<file path="config.mk">
export PLATFORM = sky130hd
export DESIGN_NAME = double_ended_queue
export DESIGN_NICKNAME = d
export VERILOG_FILES = /design/src/sv/dq_pkg.sv /design/src/sv/double_ended_queue.sv
export SDC_FILE = /design/constraint.sdc
export NUM_CORES = 1
export LEC_CHECK = 0
export CAP_MARGIN = 5
export CORE_UTILIZATION = 50
export CTS_BUF_LIST = sky130_fd_sc_hd__clkbuf_8
export CTS_CLUSTER_SIZE = 25
export DETAILED_ROUTE_END_ITERATION = 16
export DONT_BUFFER_PORTS = 1
export GPL_ROUTABILITY_DRIVEN = 0
export HOLD_SLACK_MARGIN = 0.15
export PLACE_DENSITY = 0.74
export SYNTH_ARGS = -nofsm -noshare
export SYNTH_HDL_FRONTEND = slang
export SYNTH_SLANG_ARGS = --single-unit
</file>
<file path="constraint.sdc">
create_clock -name clk_i -period 8.4 [get_ports clk_i]
set_input_delay 0.42 -clock clk_i [delete_from_list [all_inputs] [get_ports clk_i]]
set_output_delay 0.42 -clock clk_i [all_outputs]
set_load 0.02 [all_outputs]
</file>
<file path="src/sv/dq_pkg.sv">
// ----------------------------------------------------------------------------
// dq_pkg
// Shared constants and codes for the double-ended queue.
// ----------------------------------------------------------------------------
package dq_pkg;

  localparam int unsigned DqDepthDefault     = 16;
  localparam int unsigned DqDataWidthDefault = 32;

  localparam int unsigned OpWidth     = 3;
  localparam int unsigned StatusWidth = 2;

  typedef enum logic [OpWidth-1:0] {
    OP_PUSH_FRONT = 3'd0,
    OP_POP_FRONT  = 3'd1,
    OP_PUSH_REAR  = 3'd2,
    OP_POP_REAR   = 3'd3,
    OP_LIST_FWD   = 3'd4,
    OP_LIST_BWD   = 3'd5
  } dq_op_e;

  typedef enum logic [StatusWidth-1:0] {
    STAT_OK    = 2'd0,
    STAT_EMPTY = 2'd1,
    STAT_FULL  = 2'd2
  } dq_status_e;

endpackage

</file>
<file path="src/sv/double_ended_queue.sv">
// ----------------------------------------------------------------------------
// double_ended_queue
// Bounded deque of signed words kept in a ring memory with front pointer and
// element count. Push/pop at both ends, listing in either direction.
// ----------------------------------------------------------------------------
// results: pops pass the memory read register, then the output register;
// pushes only the output register. Both wait while the master side stalls,
// and no new request is taken meanwhile. A listing holds the slave side, one
// word a cycle off the memory read port while the master side does not stall
// reset: queue empty, front pointer zero; memory contents are not cleared
module double_ended_queue
  import dq_pkg::*;
#(
  parameter int unsigned DEPTH      = DqDepthDefault,
  parameter int unsigned DATA_WIDTH = DqDataWidthDefault,
  localparam int unsigned TDATA_W   = ((DATA_WIDTH + 7) / 8) * 8,
  localparam int unsigned TUSER_IW  = 8,
  localparam int unsigned TUSER_OW  = 8
) (
  input  logic                clk_i,
  input  logic                rst_ni,
  input  logic                s_axis_tvalid,
  output logic                s_axis_tready,
  input  logic [TDATA_W-1:0]  s_axis_tdata,   // value
  input  logic [TUSER_IW-1:0] s_axis_tuser,   // opcode
  output logic                m_axis_tvalid,
  input  logic                m_axis_tready,
  output logic [TDATA_W-1:0]  m_axis_tdata,   // data
  output logic [TUSER_OW-1:0] m_axis_tuser,   // status
  output logic                m_axis_tlast
);

  localparam int unsigned PTR_W = $clog2(DEPTH);
  localparam int unsigned CNT_W = $clog2(DEPTH + 1);
  localparam int unsigned SUM_W = CNT_W + 1;

  typedef enum logic [1:0] {
    S_IDLE,
    S_RESP,
    S_LIST
  } state_e;

  state_e     state_q, state_d;
  logic [PTR_W-1:0] front_q, front_d;
  logic [CNT_W-1:0] count_q, count_d;
  logic [CNT_W-1:0] left_q, left_d;
  logic [PTR_W-1:0] pos_q, pos_d;
  logic             back_q, back_d;
  logic             use_mem_q, use_mem_d;
  dq_status_e       stat_q, stat_d;

  logic                  out_valid_q, out_valid_d;
  logic [DATA_WIDTH-1:0] out_data_q, out_data_d;
  dq_status_e            out_stat_q, out_stat_d;
  logic                  out_last_q, out_last_d;

  logic [DATA_WIDTH-1:0] word_mem [DEPTH];
  logic [DATA_WIDTH-1:0] rd_q;
  logic                  mem_we;
  logic [PTR_W-1:0]      mem_waddr;
  logic                  rd_en;
  logic [PTR_W-1:0]      rd_addr;

  logic             in_acc, out_free, is_full, is_empty;
  logic [DATA_WIDTH-1:0] in_value;
  dq_op_e           in_op;
  logic [SUM_W-1:0] tail_sum, rear_sum;
  logic [PTR_W-1:0] tail_idx, rear_idx, front_inc, front_dec, pos_next;

  assign s_axis_tready = (state_q == S_IDLE);
  assign in_acc        = s_axis_tvalid && s_axis_tready;
  assign out_free      = !out_valid_q || m_axis_tready;
  assign in_op         = dq_op_e'(s_axis_tuser[OpWidth-1:0]);
  assign in_value      = s_axis_tdata[DATA_WIDTH-1:0];
  assign is_full       = (count_q == CNT_W'(DEPTH));
  assign is_empty      = (count_q == '0);

  // ring index arithmetic, one wrap correction each
  assign tail_sum  = SUM_W'(front_q) + SUM_W'(count_q);
  assign rear_sum  = tail_sum - SUM_W'(1);
  assign tail_idx  = (tail_sum >= SUM_W'(DEPTH)) ? PTR_W'(tail_sum - SUM_W'(DEPTH))
                                                  : PTR_W'(tail_sum);
  assign rear_idx  = (rear_sum >= SUM_W'(DEPTH)) ? PTR_W'(rear_sum - SUM_W'(DEPTH))
                                                  : PTR_W'(rear_sum);
  assign front_inc = (front_q == PTR_W'(DEPTH - 1)) ? '0 : front_q + PTR_W'(1);
  assign front_dec = (front_q == '0) ? PTR_W'(DEPTH - 1) : front_q - PTR_W'(1);

  always_comb begin
    if (back_q) begin
      pos_next = (pos_q == '0) ? PTR_W'(DEPTH - 1) : pos_q - PTR_W'(1);
    end else begin
      pos_next = (pos_q == PTR_W'(DEPTH - 1)) ? '0 : pos_q + PTR_W'(1);
    end
  end

  always_comb begin
    state_d     = state_q;
    front_d     = front_q;
    count_d     = count_q;
    left_d      = left_q;
    pos_d       = pos_q;
    back_d      = back_q;
    use_mem_d   = use_mem_q;
    stat_d      = stat_q;
    out_valid_d = out_valid_q && !m_axis_tready;
    out_data_d  = out_data_q;
    out_stat_d  = out_stat_q;
    out_last_d  = out_last_q;
    mem_we      = 1'b0;
    mem_waddr   = tail_idx;
    rd_en       = 1'b0;
    rd_addr     = front_q;

    unique case (state_q)
      S_IDLE: begin
        if (in_acc) begin
          unique case (in_op)
            OP_PUSH_FRONT, OP_PUSH_REAR: begin
              use_mem_d = 1'b0;
              state_d   = S_RESP;
              if (is_full) begin
                stat_d = STAT_FULL;
              end else begin
                stat_d  = STAT_OK;
                mem_we  = 1'b1;
                count_d = count_q + CNT_W'(1);
                if (in_op == OP_PUSH_FRONT) begin
                  mem_waddr = front_dec;
                  front_d   = front_dec;
                end
              end
            end
            OP_POP_FRONT, OP_POP_REAR: begin
              state_d = S_RESP;
              if (is_empty) begin
                stat_d    = STAT_EMPTY;
                use_mem_d = 1'b0;
              end else begin
                stat_d    = STAT_OK;
                use_mem_d = 1'b1;
                rd_en     = 1'b1;
                count_d   = count_q - CNT_W'(1);
                if (in_op == OP_POP_FRONT) begin
                  front_d = front_inc;
                end else begin
                  rd_addr = rear_idx;
                end
              end
            end
            OP_LIST_FWD, OP_LIST_BWD: begin
              if (is_empty) begin
                stat_d    = STAT_EMPTY;
                use_mem_d = 1'b0;
                state_d   = S_RESP;
              end else begin
                back_d  = (in_op == OP_LIST_BWD);
                rd_en   = 1'b1;
                rd_addr = (in_op == OP_LIST_BWD) ? rear_idx : front_q;
                pos_d   = rd_addr;
                left_d  = count_q;
                state_d = S_LIST;
              end
            end
            default: begin
              // undefined opcodes are taken and dropped
            end
          endcase
        end
      end
      S_RESP: begin
        if (out_free) begin
          out_valid_d = 1'b1;
          out_stat_d  = stat_q;
          out_last_d  = 1'b1;
          if (use_mem_q) begin
            out_data_d = rd_q;
          end else if (stat_q == STAT_EMPTY) begin
            out_data_d = '1;
          end else begin
            out_data_d = '0;
          end
          state_d = S_IDLE;
        end
      end
      S_LIST: begin
        if (out_free) begin
          out_valid_d = 1'b1;
          out_data_d  = rd_q;
          out_stat_d  = STAT_OK;
          out_last_d  = (left_q == CNT_W'(1));
          if (left_q == CNT_W'(1)) begin
            state_d = S_IDLE;
          end else begin
            // next word read overlaps the current one leaving
            rd_en   = 1'b1;
            rd_addr = pos_next;
            pos_d   = pos_next;
            left_d  = left_q - CNT_W'(1);
          end
        end
      end
      default: begin
        state_d = S_IDLE;
      end
    endcase
  end

  always_ff @(posedge clk_i or negedge rst_ni) begin
    if (!rst_ni) begin
      state_q     <= S_IDLE;
      front_q     <= '0;
      count_q     <= '0;
      left_q      <= '0;
      pos_q       <= '0;
      back_q      <= 1'b0;
      use_mem_q   <= 1'b0;
      stat_q      <= STAT_OK;
      out_valid_q <= 1'b0;
      out_stat_q  <= STAT_OK;
      out_last_q  <= 1'b0;
    end else begin
      state_q     <= state_d;
      front_q     <= front_d;
      count_q     <= count_d;
      left_q      <= left_d;
      pos_q       <= pos_d;
      back_q      <= back_d;
      use_mem_q   <= use_mem_d;
      stat_q      <= stat_d;
      out_valid_q <= out_valid_d;
      out_stat_q  <= out_stat_d;
      out_last_q  <= out_last_d;
    end
  end

  always_ff @(posedge clk_i) begin
    out_data_q <= out_data_d;
  end

  always_ff @(posedge clk_i) begin
    if (mem_we) begin
      word_mem[mem_waddr] <= in_value;
    end
    if (rd_en) begin
      rd_q <= word_mem[rd_addr];
    end
  end

  assign m_axis_tvalid = out_valid_q;
  assign m_axis_tdata  = TDATA_W'(out_data_q);
  assign m_axis_tuser  = TUSER_OW'(out_stat_q);
  assign m_axis_tlast  = out_last_q;

endmodule

</file>
### Word-level counts from Yosys, hierarchy flattened

Memories as Yosys holds them, arrays and structs flattened. A register that Yosys moved wholly into a read port is not among the register bits.
Cells that the tools add are included.
W data, S select, Z words.

* bits in registers: 60
* bits in writable memories: 512
* bits of input ports: 44
* output and inout port bits: 43
* memories: 1

* add/subtract/negate cells: 11
* order comparisons: 2
* equal/unequal tests: 25
* multiplexer cells: 78
* bitwise gates (word level): 1
* reduce and logical (&&, ||, !) cells: 27

Memory list
* word_mem: depth 16, bits a word 32, read ports 1, clocked after Yosys merged registers in 1, write ports 1, RTL line double_ended_queue.sv:57 `logic [DATA_WIDTH-1:0] word_mem [DEPTH];`

Operators with widths (count)
* $mux W32: 4
* $mux W4: 28
* $pmux W32 S2: 1
* $mux W5: 7
* $pmux W4 S2: 4
* $ne A2 B2 Y1 const B: 10
* $pmux W5 S2: 2
* $mux W1: 17
* $mux W2: 8
* $sub A4 B1 Y4 const B: 4
* $ge A6 B5 Y1 const B: 2
* $pmux W2 S3: 2
* $reduce_and A5 Y1: 2
* $sub A5 B1 Y5 const B: 2
* $add A4 B1 Y4 const B: 2
* $eq A4 B4 Y1 const B: 2
* $logic_not A4 Y1: 2
* $pmux W2 S2: 2
* $reduce_and A4 Y1: 2
* $reduce_or A2 Y1: 4
* $reduce_or A4 Y1: 2
* $reduce_and A7 Y1: 1
* $add A4 B5 Y6: 1
* $eq A3 B2 Y1 const B: 2
* other kinds (23): 31

### Longest topological paths before layout

* depth after elaboration: 9
* mapped depth: 14
* mapped depth without buffers: 12

### Worst setup path before layout

No wires, ideal clock.

* path type: flip-flop to flip-flop
* start point: register state_q[0]
* end point: memory word_mem[0][0] (netlist bit) (enable)
* arrival: 3.750 ns
* slack: 4.229 ns
* stages on the path, launching flop included: 11
* clock period less this slack: 4.171 ns
* path through: dfrtp_1 -> inv_1 -> ha_1 -> clkbuf_1 -> nand2_1 -> a2111oi_0 -> nor2b_1 -> nand3_1 -> o21ai_0 -> nand2_1 -> nor2_1

* longest elaborated chain between the ends: 6
* elaborated cells between the ends (all ways): 8
* classes of those cells: 6 x mux; 2 x reduce/logical

RTL lines
* start, declared: RTL line double_ended_queue.sv:43 `state_e state_q, state_d;`
* start signal, assigned: RTL line double_ended_queue.sv:222 `state_q <= state_d;`
* $logic_not A2 Y1 (*): RTL line double_ended_queue.sv:70 `assign s_axis_tready = (state_q == S_IDLE);`
* net s_axis_tready: RTL line double_ended_queue.sv:23 `output logic s_axis_tready,`
* $logic_and A1 B1 Y1: RTL line double_ended_queue.sv:71 `assign in_acc = s_axis_tvalid && s_axis_tready;`
* $mux W1: RTL line double_ended_queue.sv:116 `if (in_acc) begin`
* $mux W1: RTL line double_ended_queue.sv:114 `unique case (state_q)`
* $mux W1: RTL line double_ended_queue.sv:241 `if (mem_we) begin`
* $mux W1 (not written as such): RTL line double_ended_queue.sv:242 `word_mem[mem_waddr] <= in_value;`
* end, declared: RTL line double_ended_queue.sv:57

The timed path passes the listed nets; every way through them passes the cells marked *.

### Worst setup path in the final report

* start point: input port s_axis_tuser[2]
* end point: register rd_q[15], read port of word_mem, data pin

* longest elaborated chain between the ends: 6
* elaborated cells between the ends (all ways): 17
* classes of those cells: 4 x eq/ne; 10 x mux; 3 x reduce/logical

RTL lines
* start, declared: RTL line double_ended_queue.sv:25 `input logic [TUSER_IW-1:0] s_axis_tuser,`
* $eq A3 B3 Y1 or $eq A3 B1 Y1 (tied branches): RTL line double_ended_queue.sv:117, double_ended_queue.sv:158, double_ended_queue.sv:143
* $mux W4 (on tied branches): RTL line double_ended_queue.sv:158, double_ended_queue.sv:143
* $mux W4 (on tied branches): RTL line double_ended_queue.sv:151, double_ended_queue.sv:135
* $pmux W4 S2: RTL line double_ended_queue.sv:117 `unique case (in_op)`
* $mux W4: RTL line double_ended_queue.sv:116
* $pmux W4 S2: RTL line double_ended_queue.sv:114
* end, declared: RTL line double_ended_queue.sv:58 `logic [DATA_WIDTH-1:0] rd_q;`

Parallel ways exist; a longest one is shown, timed or not.
A chain may end at the register's enable or synchronous reset.

==> metrics <==
Final Hold Viols=0; Total GRT Usage=0.208; most frequent cells after synthesis=edfxtp_1 (576), mux4_2 (124), nand2_1 (115); final antenna-violating net count=0; reg2reg start=count_q[1]; Layout Nets=approximately 1400; Final min period=4.72 ns; CP endpoint kind=flop; drt drc=0; post-synth cell types=61; Post-Layout Cell Count=2041; slowest stage cell, crit path=buf_4; Synth area leader=edfxtp_1; Leak=around 8.9 nW; initial antenna violation count=4; critical path's top delay family=buffers and inverters; I/O pin count=between 80 and 90; crit share post-route=0.562; total number of vias=between 10000 and 15000; crit-path cells=dlygate4sd3_1 -> nand2b_1 -> inv_1 -> o221ai_1 -> a21oi_1 -> nor4_4 -> buf_4 -> buf_4 -> mux4_2 -> a22oi_1 -> nand2_1; worst path arrival time=5.14 ns; Clock transition at path regs=0.06 ns; I/O Buffers=0; Mean Syn Cell Area=roughly 19 sq um; Achievable Freq=212 MHz; worst endpoint required time=just under 9 ns; Primary FF master, synth=edfxtp_1; capturing point of the worst reg2reg path=rd_q[15]; top-area cell type share of the netlist area=0.720; Max VDD drop=roughly 0.0004 V; crit path to=rd_q[15]; area delta synth->final=12.0%; number of stages on the worst setup path=11; setup ws final=about 3.7 ns; hold buffers post-CTS=43; Core ar.=around 47000 sq um; main area contributors after synthesis=edfxtp_1 (72%), mux4_2 (12%), dfrtp_1 (2.9%), a22oi_1 (2.0%), nand2_1 (1.8%); share of layout cells above drive strength 1=0.202; clk sinks=between 600 and 700; DP Wirelength=approximately 25000 um; asr flop ratio synth=0.0464; Slew @ Worst Pin=1.35 ns; # fillers=between 3000 and 4000; Setup-failing EPs final=0; Total Wirelength=between 50000 and 60000 um; Reg2Reg Setup Slack=3.70 ns; Num CTS Buffers=between 90 and 100; post-synthesis cell area=around 24000 sq um; flops & latches, synth=between 600 and 700; Die H=approximately 220 um; dpl ws=between 3 and 4 ns; RSZ-0062 raised after global routing=no; Root Driver=clkbuf_8; Rows=between 70 and 80; die area=between 40000 and 50000 sq um; Final Max Tran Viols=0; drt initial violations=1225; most used cell, CP=buf_4; Worst Clk Skew=about 0.042 ns; H-Tree Depth=3; Worst Hold Class=in2reg; Die X=221 um; CP max stage delay=~0.75 ns; clk_lat worst skew=slightly below 0.7 ns; Initial Util=0.511; Seq/Total Area, Yosys=0.749; CP Launch Point=s_axis_tuser[2]; worst path bufs/invs=4; first-pass GRT wire length=76000 um; post-route setup TNS=0 ns; Overflow after GRT=0; crit path kind=in2reg; DP Cell Count=1828; Slew headroom=0.0986; CTS tree=built; Via-to-Cell Ratio=roughly 6; clk buf depth=3; drt pass-1 iters=5; most frequent cell after synthesis=edfxtp_1; FF-to-FF path depth=9; largest fanout on the critical path=43; largest net degree at the start of global routing=around 130; Warnings, synthesis=0; total inserted antenna cells=0; vias in the first global route=12600; Synth Instances=between 1000 and 1500; postcts setup bufs=0; Max Cap Viol=0; cell area power density=roughly 370 nW/um^2; routed len/inst=24.6 um; Resized cells post-CTS=0; status=completed; number of synthesized flops with an enable pin=~580; CP Launch Type=input pin
## power by group
| group | switching [mW] | internal [mW] | total [mW] | leakage (nW) |
|---|---|---|---|---|
| Combinational | 2.16 | 1.57 | 3.73 | 2.38 |
| Sequential | 0.295 | 3.81 | 4.11 | 5.55 |
| Clock | 1.11 | 1.13 | 2.24 | 0.993 |
| Total | 3.57 | 6.51 | 10.1 | 8.92 |
## layout by cell type, fill, tap and decap left out, drive strengths merged, types with 24 or more instances in the layout
master / n
a22oi: 64
buf: 24
clkbuf: 96
clkinv: 33
dfrtp: 28
dlygate4sd3: 42
edfxtp: 576
inv: 54
mux4: 124
nand2: 115
nor2: 32
o21ai: 68
## worst min-delay path by stage
stage            endpoint          start  cells past startpoint  slack (ns)
5_1_grt            back_q         rst_ni                      2        0.19
3_5_place_dp    left_q[1]         rst_ni                      0        0.12
3_3_place_gp    left_q[0]         rst_ni                      0        0.13
4_1_cts            back_q         rst_ni                      2        0.16
6_report       state_q[1]  m_axis_tready                      5        0.21
2_1_floorplan      back_q         rst_ni                      0        0.12
## routing by layer
layer  track usage  up-vias  part of all wire
li1              -     5328                 -
met1         0.284     6329              0.41
met2         0.336      510              0.49
met3        0.0449       95             0.072
met4        0.0697        6             0.021
met5             0        -           0.00064
## cell families after synthesis
group,count (synthesis),synth area share
xor gates and xnor gates,15,0.00547
adders and majority gates,20,0.0110
other,1,0.000156
DFF,604,0.749
AOI/OAI and AO/OA,199,0.0551
muxes,137,0.122
and+or+nand+nor,201,0.0378
buffers and inverters,92,0.0190
## through the flow
| step | area, sq um | total power [mW] | utilization | hold WS [ns] |
|---|---|---|---|---|
| after detailed placement | 24700 | 7.89 | 0.527 | 0.125 |
| after global routing | 26900 | 10.6 | 0.573 | 0.194 |
| after floorplan | 24000 | 6.96 | - | 0.124 |
| after CTS | 26900 | 10.2 | 0.573 | 0.163 |
| final | 26900 | 10.1 | 0.573 | 0.209 |
| after global placement | 24700 | 7.80 | 0.527 | 0.125 |
## tightest hold or removal path, cell delays in order
cell and delay, ns:
nor2b_1 0.04, nor2_1 0.09, o21ai_0 0.14, nand2_1 0.09, o21ai_0 0.07
## cell type report
| type | count | area (sq um) | area share |
|---|---|---|---|
| multi-input combinational | 578 | 5740 | 0.213 |
| clock buffer | 96 | 1320 | 0.0491 |
| tap | 607 | 759 | 0.0282 |
| timing repair buffer | 66 | 626 | 0.0233 |
| sequential | 604 | 18000 | 0.669 |
| clock inverter | 74 | 388 | 0.0144 |
| inverter | 16 | 60.1 | 0.00223 |
## registers in the layout, indices dropped and copies added (netlist names), 2 cells and up
| name | flops |
|---|---|
| rd_q | 32 |
| stat_q | 2 |
| m_axis_tdata | 32 |
| word_mem | 512 |
| pos_q | 4 |
| state_q | 2 |
| count_q | 5 |
| front_q | 4 |
| left_q | 5 |
| out_stat_q | 2 |
Power figures use the tool's default switching activity.
